==> src/sv/assert_macros.svh <==
// Concurrent assertion helpers, sampled on clk and quiet during reset
`ifndef ASSERT_MACROS_SVH
`define ASSERT_MACROS_SVH

// Property must hold at every edge outside reset
`define DSC_ASSERT(label, prop, msg) \
    label: assert property (@(posedge clk) disable iff (!rst_n) prop) else $error(msg);

// Antecedent implies consequent on the next edge
`define DSC_ASSERT_NEXT(label, ante, cons, msg) \
    label: assert property (@(posedge clk) disable iff (!rst_n) (ante) |=> (cons)) \
        else $error(msg);

`endif

==> src/sv/dsc_pkg.sv <==
package dsc_pkg;

    localparam int AMOUNT_W = 16;
    localparam int AVAIL_W  = 21;
    localparam int CMP_W    = AVAIL_W + 1;
    localparam int ID_W     = 4;
    localparam int PROC_W   = 4;
    localparam int RES_W    = 3;
    localparam int KIND_W   = 2;
    localparam int CFG_IDX_W  = 4;
    localparam int CFG_DATA_W = 8;
    localparam int PCNT_W   = 5;
    localparam int RCNT_W   = 4;

    localparam logic [KIND_W-1:0] KIND_ALLOC = 2'd0;
    localparam logic [KIND_W-1:0] KIND_MAX   = 2'd1;
    localparam logic [KIND_W-1:0] KIND_AVAIL = 2'd2;
    localparam logic [KIND_W-1:0] KIND_RUN   = 2'd3;

    localparam logic [CFG_IDX_W-1:0] REG_PROCESS_COUNT  = 4'd0;
    localparam logic [CFG_IDX_W-1:0] REG_RESOURCE_COUNT = 4'd1;

    typedef struct packed {
        logic we_alloc;
        logic we_max;
    } tbl_ctl_t;

endpackage

==> src/sv/dsc_cfg_if.sv <==
interface dsc_cfg_if;
    logic                              valid;
    logic                              ready;
    logic [dsc_pkg::CFG_IDX_W-1:0]     index;
    logic [dsc_pkg::CFG_DATA_W-1:0]    data;

    modport source (output valid, output index, output data, input ready);
    modport sink   (input valid, input index, input data, output ready);
endinterface

==> src/sv/dsc_in_if.sv <==
interface dsc_in_if;
    logic                           valid;
    logic                           ready;
    logic [dsc_pkg::KIND_W-1:0]     kind;
    logic [dsc_pkg::PROC_W-1:0]     process;
    logic [dsc_pkg::RES_W-1:0]      resource;
    logic [dsc_pkg::AMOUNT_W-1:0]   amount;

    modport source (output valid, output kind, output process, output resource,
                    output amount, input ready);
    modport sink   (input valid, input kind, input process, input resource,
                    input amount, output ready);
endinterface

==> src/sv/dsc_out_if.sv <==
interface dsc_out_if;
    logic                         valid;
    logic                         ready;
    logic [dsc_pkg::ID_W-1:0]     process_id;
    logic                         safe;
    logic                         last;

    modport source (output valid, output process_id, output safe, output last,
                    input ready);
    modport sink   (input valid, input process_id, input safe, input last,
                     output ready);
endinterface

==> src/sv/dsc_tables.sv <==
module dsc_tables #(
    parameter int AW = 7
) (
    input  logic                            clk,
    input  dsc_pkg::tbl_ctl_t               ctl,
    input  logic [AW-1:0]                   waddr,
    input  logic [dsc_pkg::AMOUNT_W-1:0]    wdata,
    input  logic [AW-1:0]                   raddr,
    output logic [dsc_pkg::AMOUNT_W-1:0]    alloc_q,
    output logic [dsc_pkg::AMOUNT_W-1:0]    max_q
);

    logic [dsc_pkg::AMOUNT_W-1:0] alloc_mem [2**AW];
    logic [dsc_pkg::AMOUNT_W-1:0] max_mem   [2**AW];

    always_ff @(posedge clk)
    begin
        if (ctl.we_alloc)
        begin
            alloc_mem[waddr] <= wdata;
        end
        alloc_q <= alloc_mem[raddr];
    end

    always_ff @(posedge clk)
    begin
        if (ctl.we_max)
        begin
            max_mem[waddr] <= wdata;
        end
        max_q <= max_mem[raddr];
    end

endmodule

==> src/sv/dsc_seq_mem.sv <==
module dsc_seq_mem #(
    parameter int PW = 4
) (
    input  logic          clk,
    input  logic          we,
    input  logic [PW-1:0] waddr,
    input  logic [PW-1:0] wdata,
    input  logic [PW-1:0] raddr,
    output logic [PW-1:0] rdata
);

    logic [PW-1:0] seq_mem [2**PW];

    always_ff @(posedge clk)
    begin
        if (we)
        begin
            seq_mem[waddr] <= wdata;
        end
        rdata <= seq_mem[raddr];
    end

endmodule

==> src/sv/deadlock_safety_check_core.sv <==
// Load beats: one per cycle while idle, no result.
// Run beat: input held off until the run ends; each pass scans every process, tests each
// resource of an unfinished one and, if all fit, releases its allocations; process_count passes.
// Then a decision, and one safe result per process in finish order, or one unsafe result.
// Tables are read through the single read port; output stalls hold the emit states.
// Reset: control, counts (process_count 16, resource_count 8), finished flags; tables undefined.
`include "assert_macros.svh"

module deadlock_safety_check_core #(
    parameter int MAX_PROCESSES = 16,
    parameter int MAX_RESOURCES = 8
) (
    input  logic            clk,
    input  logic            rst_n,
    dsc_cfg_if.sink         cfg,
    dsc_in_if.sink          item,
    dsc_out_if.source       result
);

    localparam int PW  = (MAX_PROCESSES > 1) ? $clog2(MAX_PROCESSES) : 1;
    localparam int RW  = (MAX_RESOURCES > 1) ? $clog2(MAX_RESOURCES) : 1;
    localparam int NPW = $clog2(MAX_PROCESSES + 1);
    localparam int NRW = $clog2(MAX_RESOURCES + 1);
    localparam int AW  = PW + RW;
    localparam int AVW = dsc_pkg::AVAIL_W;
    localparam int CW  = dsc_pkg::CMP_W;

    localparam logic [3:0] S_IDLE = 4'd0;
    localparam logic [3:0] S_SCAN = 4'd1;
    localparam logic [3:0] S_RD   = 4'd2;
    localparam logic [3:0] S_CHK  = 4'd3;
    localparam logic [3:0] S_ARD  = 4'd4;
    localparam logic [3:0] S_ADD  = 4'd5;
    localparam logic [3:0] S_EMIT = 4'd6;
    localparam logic [3:0] S_ORD  = 4'd7;
    localparam logic [3:0] S_OUT  = 4'd8;

    logic [3:0]                     state_reg, state_next;
    logic [dsc_pkg::PCNT_W-1:0]     pcount_reg;
    logic [dsc_pkg::RCNT_W-1:0]     rcount_reg;
    logic [NPW-1:0]                 nproc_reg, nproc_next;
    logic [NRW-1:0]                 nres_reg, nres_next;
    logic [PW-1:0]                  p_reg, p_next;
    logic [PW-1:0]                  pass_reg, pass_next;
    logic [RW-1:0]                  r_reg, r_next;
    logic [NPW-1:0]                 seq_count_reg, seq_count_next;
    logic [NPW-1:0]                 o_idx_reg, o_idx_next;
    logic [MAX_PROCESSES-1:0]       finished_reg, finished_next;
    logic [AVW-1:0]                 avail_reg [MAX_RESOURCES];
    logic [AVW-1:0]                 work_reg  [MAX_RESOURCES];

    logic                           out_valid_reg;
    logic [dsc_pkg::ID_W-1:0]       out_id_reg;
    logic                           out_safe_reg;
    logic                           out_last_reg;

    dsc_pkg::tbl_ctl_t              tbl_ctl;
    logic [AW-1:0]                  tbl_waddr;
    logic [AW-1:0]                  tbl_raddr;
    logic [dsc_pkg::AMOUNT_W-1:0]   alloc_q, max_q;
    logic [PW-1:0]                  seq_q;
    logic                           seq_we;

    logic                           in_beat, out_free, load_out;
    logic [dsc_pkg::ID_W-1:0]       load_id;
    logic                           load_safe, load_last;
    logic                           idx_ok, p_last, pass_last, r_last, o_last;
    logic                           fits;
    logic signed [CW-1:0]           need;
    logic [CW-1:0]                  sum;
    logic [AVW-1:0]                 sat_sum;

    assign in_beat   = item.valid && item.ready;
    assign item.ready = (state_reg == S_IDLE);
    assign cfg.ready = 1'b1;
    assign out_free  = !out_valid_reg || result.ready;

    assign idx_ok    = (int'(item.resource) < MAX_RESOURCES)
                    && ((item.kind == dsc_pkg::KIND_AVAIL)
                        || (int'(item.process) < MAX_PROCESSES));
    assign tbl_ctl.we_alloc = in_beat && idx_ok && (item.kind == dsc_pkg::KIND_ALLOC);
    assign tbl_ctl.we_max   = in_beat && idx_ok && (item.kind == dsc_pkg::KIND_MAX);
    assign tbl_waddr = {PW'(item.process), RW'(item.resource)};
    assign tbl_raddr = {p_reg, r_reg};

    assign p_last    = (NPW'(p_reg) + NPW'(1)) == nproc_reg;
    assign pass_last = (NPW'(pass_reg) + NPW'(1)) == nproc_reg;
    assign r_last    = (NRW'(r_reg) + NRW'(1)) == nres_reg;
    assign o_last    = (o_idx_reg + NPW'(1)) == nproc_reg;

    assign need = $signed({{(CW-dsc_pkg::AMOUNT_W){1'b0}}, max_q})
                - $signed({{(CW-dsc_pkg::AMOUNT_W){1'b0}}, alloc_q});
    assign fits = need <= $signed({1'b0, work_reg[r_reg]});
    assign sum  = {1'b0, work_reg[r_reg]} + CW'(alloc_q);
    assign sat_sum = sum[CW-1] ? {AVW{1'b1}} : sum[AVW-1:0];

    assign seq_we = (state_reg == S_ADD) && r_last;

    dsc_tables #(.AW(AW)) u_tables (
        .clk     (clk),
        .ctl     (tbl_ctl),
        .waddr   (tbl_waddr),
        .wdata   (item.amount),
        .raddr   (tbl_raddr),
        .alloc_q (alloc_q),
        .max_q   (max_q)
    );

    dsc_seq_mem #(.PW(PW)) u_seq (
        .clk   (clk),
        .we    (seq_we),
        .waddr (seq_count_reg[PW-1:0]),
        .wdata (p_reg),
        .raddr (o_idx_reg[PW-1:0]),
        .rdata (seq_q)
    );

    always_comb
    begin
        nproc_next = nproc_reg;
        nres_next  = nres_reg;
        if (pcount_reg == '0)
        begin
            nproc_next = NPW'(1);
        end
        else if (int'(pcount_reg) > MAX_PROCESSES)
        begin
            nproc_next = NPW'(MAX_PROCESSES);
        end
        else
        begin
            nproc_next = NPW'(pcount_reg);
        end
        if (rcount_reg == '0)
        begin
            nres_next = NRW'(1);
        end
        else if (int'(rcount_reg) > MAX_RESOURCES)
        begin
            nres_next = NRW'(MAX_RESOURCES);
        end
        else
        begin
            nres_next = NRW'(rcount_reg);
        end
    end

    always_comb
    begin
        state_next     = state_reg;
        p_next         = p_reg;
        pass_next      = pass_reg;
        r_next         = r_reg;
        seq_count_next = seq_count_reg;
        o_idx_next     = o_idx_reg;
        finished_next  = finished_reg;
        load_out       = 1'b0;
        load_id        = '0;
        load_safe      = 1'b0;
        load_last      = 1'b0;
        unique case (state_reg)
            S_IDLE:
            begin
                if (in_beat && (item.kind == dsc_pkg::KIND_RUN))
                begin
                    p_next         = '0;
                    pass_next      = '0;
                    r_next         = '0;
                    seq_count_next = '0;
                    finished_next  = '0;
                    state_next     = S_SCAN;
                end
            end
            S_SCAN:
            begin
                r_next = '0;
                if (finished_reg[p_reg])
                begin
                    state_next = S_EMIT;
                    if (!p_last)
                    begin
                        p_next     = p_reg + PW'(1);
                        state_next = S_SCAN;
                    end
                    else if (!pass_last)
                    begin
                        p_next     = '0;
                        pass_next  = pass_reg + PW'(1);
                        state_next = S_SCAN;
                    end
                end
                else
                begin
                    state_next = S_RD;
                end
            end
            S_RD:
            begin
                state_next = S_CHK;
            end
            S_CHK:
            begin
                if (!fits)
                begin
                    r_next     = '0;
                    state_next = S_EMIT;
                    if (!p_last)
                    begin
                        p_next     = p_reg + PW'(1);
                        state_next = S_SCAN;
                    end
                    else if (!pass_last)
                    begin
                        p_next     = '0;
                        pass_next  = pass_reg + PW'(1);
                        state_next = S_SCAN;
                    end
                end
                else if (r_last)
                begin
                    r_next     = '0;
                    state_next = S_ARD;
                end
                else
                begin
                    r_next     = r_reg + RW'(1);
                    state_next = S_RD;
                end
            end
            S_ARD:
            begin
                state_next = S_ADD;
            end
            S_ADD:
            begin
                if (r_last)
                begin
                    r_next                = '0;
                    finished_next[p_reg]  = 1'b1;
                    seq_count_next        = seq_count_reg + NPW'(1);
                    state_next            = S_EMIT;
                    if (!p_last)
                    begin
                        p_next     = p_reg + PW'(1);
                        state_next = S_SCAN;
                    end
                    else if (!pass_last)
                    begin
                        p_next     = '0;
                        pass_next  = pass_reg + PW'(1);
                        state_next = S_SCAN;
                    end
                end
                else
                begin
                    r_next     = r_reg + RW'(1);
                    state_next = S_ARD;
                end
            end
            S_EMIT:
            begin
                o_idx_next = '0;
                if (seq_count_reg != nproc_reg)
                begin
                    if (out_free)
                    begin
                        load_out   = 1'b1;
                        load_last  = 1'b1;
                        state_next = S_IDLE;
                    end
                end
                else
                begin
                    state_next = S_ORD;
                end
            end
            S_ORD:
            begin
                state_next = S_OUT;
            end
            S_OUT:
            begin
                if (out_free)
                begin
                    load_out  = 1'b1;
                    load_id   = dsc_pkg::ID_W'(seq_q);
                    load_safe = 1'b1;
                    load_last = o_last;
                    if (o_last)
                    begin
                        state_next = S_IDLE;
                    end
                    else
                    begin
                        o_idx_next = o_idx_reg + NPW'(1);
                        state_next = S_ORD;
                    end
                end
            end
            default:
            begin
                state_next = S_IDLE;
            end
        endcase
    end

    always_ff @(posedge clk or negedge rst_n)
    begin
        if (!rst_n)
        begin
            state_reg     <= S_IDLE;
            pcount_reg    <= dsc_pkg::PCNT_W'(16);
            rcount_reg    <= dsc_pkg::RCNT_W'(8);
            nproc_reg     <= NPW'(1);
            nres_reg      <= NRW'(1);
            p_reg         <= '0;
            pass_reg      <= '0;
            r_reg         <= '0;
            seq_count_reg <= '0;
            o_idx_reg     <= '0;
            finished_reg  <= '0;
            out_valid_reg <= 1'b0;
        end
        else
        begin
            state_reg     <= state_next;
            p_reg         <= p_next;
            pass_reg      <= pass_next;
            r_reg         <= r_next;
            seq_count_reg <= seq_count_next;
            o_idx_reg     <= o_idx_next;
            finished_reg  <= finished_next;
            if (in_beat && (item.kind == dsc_pkg::KIND_RUN))
            begin
                nproc_reg <= nproc_next;
                nres_reg  <= nres_next;
            end
            if (cfg.valid && cfg.ready)
            begin
                if (cfg.index == dsc_pkg::REG_PROCESS_COUNT)
                begin
                    pcount_reg <= cfg.data[dsc_pkg::PCNT_W-1:0];
                end
                else if (cfg.index == dsc_pkg::REG_RESOURCE_COUNT)
                begin
                    rcount_reg <= cfg.data[dsc_pkg::RCNT_W-1:0];
                end
            end
            if (load_out)
            begin
                out_valid_reg <= 1'b1;
            end
            else if (result.ready)
            begin
                out_valid_reg <= 1'b0;
            end
        end
    end

    always_ff @(posedge clk)
    begin
        if (load_out)
        begin
            out_id_reg   <= load_id;
            out_safe_reg <= load_safe;
            out_last_reg <= load_last;
        end
        if (in_beat && (item.kind == dsc_pkg::KIND_AVAIL) && idx_ok)
        begin
            avail_reg[RW'(item.resource)] <= AVW'(item.amount);
        end
        if (in_beat && (item.kind == dsc_pkg::KIND_RUN))
        begin
            work_reg <= avail_reg;
        end
        else if (state_reg == S_ADD)
        begin
            work_reg[r_reg] <= sat_sum;
        end
    end

    assign result.valid      = out_valid_reg;
    assign result.process_id = out_id_reg;
    assign result.safe       = out_safe_reg;
    assign result.last       = out_last_reg;

    `DSC_ASSERT(a_seq_bound, (state_reg == S_IDLE) || (seq_count_reg <= nproc_reg),
        "sequence count exceeds process count")
    `DSC_ASSERT(a_flags_match, $countones(finished_reg) == int'(seq_count_reg),
        "finished flags disagree with sequence count")
    `DSC_ASSERT_NEXT(a_last_ends_run, load_out && load_last,
        (state_reg == S_IDLE) && out_valid_reg && result.last,
        "final result did not end the run")

endmodule

==> src/flat_wrapper.sv <==
// flat-port wrapper written by rule: the top's interface ports become plain ports
module deadlock_safety_check_core_flat 
#(
    parameter int MAX_PROCESSES = 16,
    parameter int MAX_RESOURCES = 8
)
  (clk, rst_n, cfg_valid, cfg_index, cfg_data, cfg_ready, item_valid, item_kind, item_process, item_resource, item_amount, item_ready, result_valid, result_process_id, result_safe, result_last, result_ready);
  dsc_cfg_if cfg_i ();
  dsc_in_if item_i ();
  dsc_out_if result_i ();
  input  logic clk;
  input  logic rst_n;
  input wire logic [$bits(cfg_i.valid)-1:0] cfg_valid;
  input wire logic [$bits(cfg_i.index)-1:0] cfg_index;
  input wire logic [$bits(cfg_i.data)-1:0] cfg_data;
  output wire logic [$bits(cfg_i.ready)-1:0] cfg_ready;
  input wire logic [$bits(item_i.valid)-1:0] item_valid;
  input wire logic [$bits(item_i.kind)-1:0] item_kind;
  input wire logic [$bits(item_i.process)-1:0] item_process;
  input wire logic [$bits(item_i.resource)-1:0] item_resource;
  input wire logic [$bits(item_i.amount)-1:0] item_amount;
  output wire logic [$bits(item_i.ready)-1:0] item_ready;
  output wire logic [$bits(result_i.valid)-1:0] result_valid;
  output wire logic [$bits(result_i.process_id)-1:0] result_process_id;
  output wire logic [$bits(result_i.safe)-1:0] result_safe;
  output wire logic [$bits(result_i.last)-1:0] result_last;
  input wire logic [$bits(result_i.ready)-1:0] result_ready;
  assign cfg_i.valid = cfg_valid;
  assign cfg_i.index = cfg_index;
  assign cfg_i.data = cfg_data;
  assign cfg_ready = cfg_i.ready;
  assign item_i.valid = item_valid;
  assign item_i.kind = item_kind;
  assign item_i.process = item_process;
  assign item_i.resource = item_resource;
  assign item_i.amount = item_amount;
  assign item_ready = item_i.ready;
  assign result_valid = result_i.valid;
  assign result_process_id = result_i.process_id;
  assign result_safe = result_i.safe;
  assign result_last = result_i.last;
  assign result_i.ready = result_ready;
  deadlock_safety_check_core #(.MAX_PROCESSES(MAX_PROCESSES), .MAX_RESOURCES(MAX_RESOURCES)) u_core (.clk(clk), .rst_n(rst_n), .cfg(cfg_i), .item(item_i), .result(result_i));
endmodule
==> config.mk <==
export PLATFORM = sky130hd
export DESIGN_NAME = deadlock_safety_check_core_flat
export DESIGN_NICKNAME = d
export VERILOG_FILES = /design/src/sv/dsc_pkg.sv /design/src/sv/dsc_cfg_if.sv /design/src/sv/dsc_in_if.sv /design/src/sv/dsc_out_if.sv /design/src/sv/dsc_tables.sv /design/src/sv/dsc_seq_mem.sv /design/src/sv/deadlock_safety_check_core.sv /design/src/flat_wrapper.sv
export VERILOG_INCLUDE_DIRS = /design/src /design/src/sv
export SDC_FILE = /design/constraint.sdc
export NUM_CORES = 2
export LEC_CHECK = 0
export CORE_AREA = 2 2 571 630
export DETAILED_ROUTE_END_ITERATION = 6
export DIE_AREA = 0 0 573 632
export DONT_BUFFER_PORTS = 1
export PLACE_DENSITY = 0.62
export SETUP_SLACK_MARGIN = 0.15
export SLEW_MARGIN = 0
export SYNTH_ARGS = -nofsm -noshare
export SYNTH_HDL_FRONTEND = slang
export SYNTH_HIERARCHICAL = 1
export SYNTH_MEMORY_MAX_BITS = 65536
export SYNTH_SLANG_ARGS = --single-unit
export TNS_END_PERCENT = 30
==> constraint.sdc <==
create_clock -name clk -period 7.55 [get_ports clk]
set_clock_uncertainty 0.2 [all_clocks]
set_input_delay 0.3775 -clock clk [delete_from_list [all_inputs] [get_ports clk]]
set_output_delay 0.3775 -clock clk [all_outputs]
set_load 0.01 [all_outputs]
==> metrics.md <==
| Metric | Value |
|---|---|
| Status | finished, violations left |
| Failing checks | max-slew violations |
| Setup-failing EPs final | 0 |
| Critical-path cell list | inv_1 -> nor3b_2 -> a22oi_1 -> and4_1 -> inv_1 -> ha_1 -> a211oi_1 -> o211ai_1 -> a21oi_1 -> o31ai_1 -> o21bai_1 -> or2_1 -> nand2_1 -> a22o_1 |
| Sw Share | roughly 25% |
| Clock-pin transition on the worst setup and hold timing paths | 60 ps |
| Total gr overflow | 0 |
| HPWL Detailed | roughly 230 mm |
| Post-layout util | a little under three fifths |
| Synth unique cells | a little over 80 |
| Final Hold Viols | 0 |
| Vias in the first global route | roughly 80,000 |
| Cts hold-fix bufs | between 60 and 70 |
| Core area | around 360,000 sq um |
| Clk pwr share | 37.0% |
| Fin crit share | roughly 86% |
| Slowest cell on the critical path | nor3b_2 |
| Die W | about 570 um |
| RSZ-0062 raised after global routing | no |
| Hold crit path type | primary input to flop |
| DRT Pass-1 Iters | 7 |
| Crit. Startpoint | u_core/r_reg[2]$_DFFE_PN0P_ |
| Post-CTS Setup Bufs | 0 |
| H-tree depth | 5 |
| Worst skew pair latency | ~980 ps |
| Reg-to-reg critical path startpoint | u_core/r_reg[2]$_DFFE_PN0P_ |
| Startpoint Class | flop |
| FILL cells | roughly 26,000 |
| Placer Congestion | approximately 0.86 |
| Post-Syn Area | roughly 180,000 sq um |
| Total Power | between 60 and 70 mW |
| Slowest Stage Delay on Critical Path | 1010 ps |
| Die extent in y | 632 um |
| Synth async-reset ratio | under 10% |
| Slew headroom | -3.150% |
| Peak supply drop | 0.3102 mV |
| Initial Util | between 40 and 50% |
| Average wire per standard cell | slightly above 30 um |
| Seq pwr share | a little under half |
| IO Pins | 51 |
| Power per cell area | 301.9 nW/um^2 |
| #FFs+latches synth | 4,558 |
| First-pass GRT wire length | ~590 mm |
| CP Capture Type | flop |
| Crit path time final | roughly 6500 ps |
| Layout area overhead | 13.05% |
| Max Fclk | roughly 150 MHz |
| Number of CTS-inserted buffers | roughly 440 |
| Slew @ Worst Pin | roughly 1500 ps |
| Setup TNS | 0 ps |
| Number of flops mapped to enable cells by yosys | approximately 4,500 |
| Top cell by count, worst path | inv_1 |
| Seq/Total Area, Yosys | between 70% and 80% |
| Leak Pwr | about 61 nW |
| Resize count post-CTS | 0 |
| GRT Util Overall | between 20% and 30% |
| Clock sink count | about 4,600 |
| Slew Viols, Final | just over 90 |
| WP data required | about 8000 ps |
| HP Start | item_process[3] |
| DRC viols | 0 |
| DR iter-0 viols | just under 10,000 |
| Initial antenna violation count | 13 |
| Number of port buffers | 0 |
| Max Root-Sink Buffers | 4 |
| Synthesized net count | 7,750 |
| Routed Wire Length | just over 400 mm |
| Comb pwr share | between 10% and 20% |
| Die ar. | ~360,000 sq um |
| Mapped Cells | 7,647 |
| Arrival time worst endpoint | about 7000 ps |
| NetSw | ~15 mW |
| Int Power | about 45 mW |
| CTS root buffer | clkbuf_16 |
| Via-to-Cell Ratio | about 6.2 |
| Max cap viols | 0 |
| CTS tree | done |
| Layout cells sized above 1 | 29.34% |
| Number of cell rows | 230 |
| FF/Latch Area | around 140,000 sq um |
| Mean Syn Cell Area | approximately 23 sq um |
| Final ANT Viol Nets | 0 |
| Vias | 81,970 |
| Nets | between 8,000 and 9,000 |
| Multi-input logic area | slightly below 40,000 sq um |
| Primary FF master, synth | edfxtp_1 |
| CP max FO | 31 |
| Yosys warning count | 6 |
| Largest net degree at the start of global routing | about 270 |
| Kind of critical path | flop to flop |
-- through the flow --
| step | instance area [sq um] | cells | setup slack [ps] | hold WS (ps) |
|---|---|---|---|---|
| 6_report | 200100 | 13230 | 1088 | 85.34 |
| 5_1_grt | 200100 | 13230 | 854.1 | 48.88 |
| 4_1_cts | 199800 | 13220 | 1244 | 4.871 |
| 3_5_place_dp | 184200 | 12330 | 1291 | -116.4 |
| 3_3_place_gp | 184200 | 12330 | 1322 | -116.7 |
| 2_1_floorplan | 177000 | 7647 | 2860 | -118.1 |
-- worst max-delay path: cells and delay by family, from the launching register on --
kind | cells | cell delay, ps
flops | 1 | 730
buf+inv | 2 | 510
simple gates | 4 | 2590
fa+ha+maj | 1 | 240
compound gates | 7 | 1920
-- power by group through the flow --
stage	Clock [mW]	Combinational [mW]	Sequential (mW)
floorplan	0	6.38	28.8
global placement	0	9.00	29.0
detailed placement	0	9.12	29.0
CTS	22.8	9.61	28.5
global route	23.7	10.1	28.5
finish	22.3	9.55	28.5
-- worst paths after layout --
check                                                           to  slack [ps]  cells after the start
max                                 u_core/work_reg[158]$_DFFE_PP_        1090                     14
min                        u_core/u_tables/max_mem[5][4]$_DFFE_PP_          90                      4
max reg2reg                         u_core/work_reg[158]$_DFFE_PP_        1090                     14
min reg2reg                         u_core/nres_reg[0]$_DFFE_PN1P_         290                      2
max in group asynchronous           u_core/nres_reg[0]$_DFFE_PN1P_        6420                      4
min in group asynchronous           u_core/pass_reg[3]$_DFFE_PN0P_         390                      4
-- Yosys cell counts, types with 6 or more instances --
cell type     n  area, sq um
a211oi_1      7        52.55
a21o_1        6        45.04
a21oi_1      39        195.2
a22o_1      124         1086
a22oi_1      68        510.5
a31oi_1      20        125.1
and2_1       12        75.07
and3_1        8        50.05
and4_1       18        157.7
buf_1        51        191.4
buf_2        89        445.4
buf_4         7        52.55
clkbuf_1    265        994.7
dfrtp_1      56         1401
dfxtp_1      36        720.7
edfxtp_1   4462       134000
ha_1         59        738.2
inv_1        50        187.7
mux2_2       47        529.3
mux2i_1       7        70.07
mux4_1       20        525.5
mux4_2     1352        30450
nand2_1     114        427.9
nand2b_1     13        81.33
nand3_1      42        210.2
nand3b_1     12        90.09
nand4_1       9        56.30
nor2_1      387         1453
nor2b_1      22        137.6
nor3_1       42        210.2
nor3b_1       6        45.04
nor4_1        8        50.05
o21a_1       14        105.1
o21ai_0      36        180.2
xnor2_1      28        245.2
xor2_1       23        201.4
-- final cells by class --
type                       instances  share of cell area, %
timing repair buffer             419                  1.986
clock buffer                     534                  5.805
antenna                            5               0.006253
tap                             4756                  2.974
multi-input combinational       2621                  19.50
clock inverter                   289                  1.543
inverter                          50                0.09379
sequential                      4558                  68.09
-- cell usage in the layout (no fill, tap or decap), types with 39 or more instances in the layout --
cell	count
mux2_2	47
a21oi_1	39
mux4_2	1352
a22oi_1	68
clkinv_2	82
edfxtp_1	4462
a22o_1	124
ha_1	59
inv_1	50
clkbuf_1	80
dfrtp_1	49
nand2_1	114
clkbuf_16	450
dlygate4sd3_1	45
clkinv_1	107
nor2_1	359
buf_4	333
bufinv_16	60
-- layer usage --
metal / share of wire, % / global-route usage, % / vias up
li1: - / - / 33590
met1: 42 / 33.32 / 44790
met2: 48 / 35.66 / 3048
met3: 7.0 / 3.408 / 541
met4: 2.6 / 5.959 / 2
met5: 0.0027 / 0 / -
-- cells by family after synthesis --
group / after synthesis / share of synthesized area (%)
fa+ha+maj: 61 / 0.4397
other cells: 1 / 0.002119
simple gates: 707 / 1.782
compound gates: 372 / 1.589
buf+inv: 468 / 1.103
mux: 1428 / 17.86
xor+xnor: 52 / 0.2651
flops: 4558 / 76.96
Note: power is estimated with default switching activity, not from simulation.
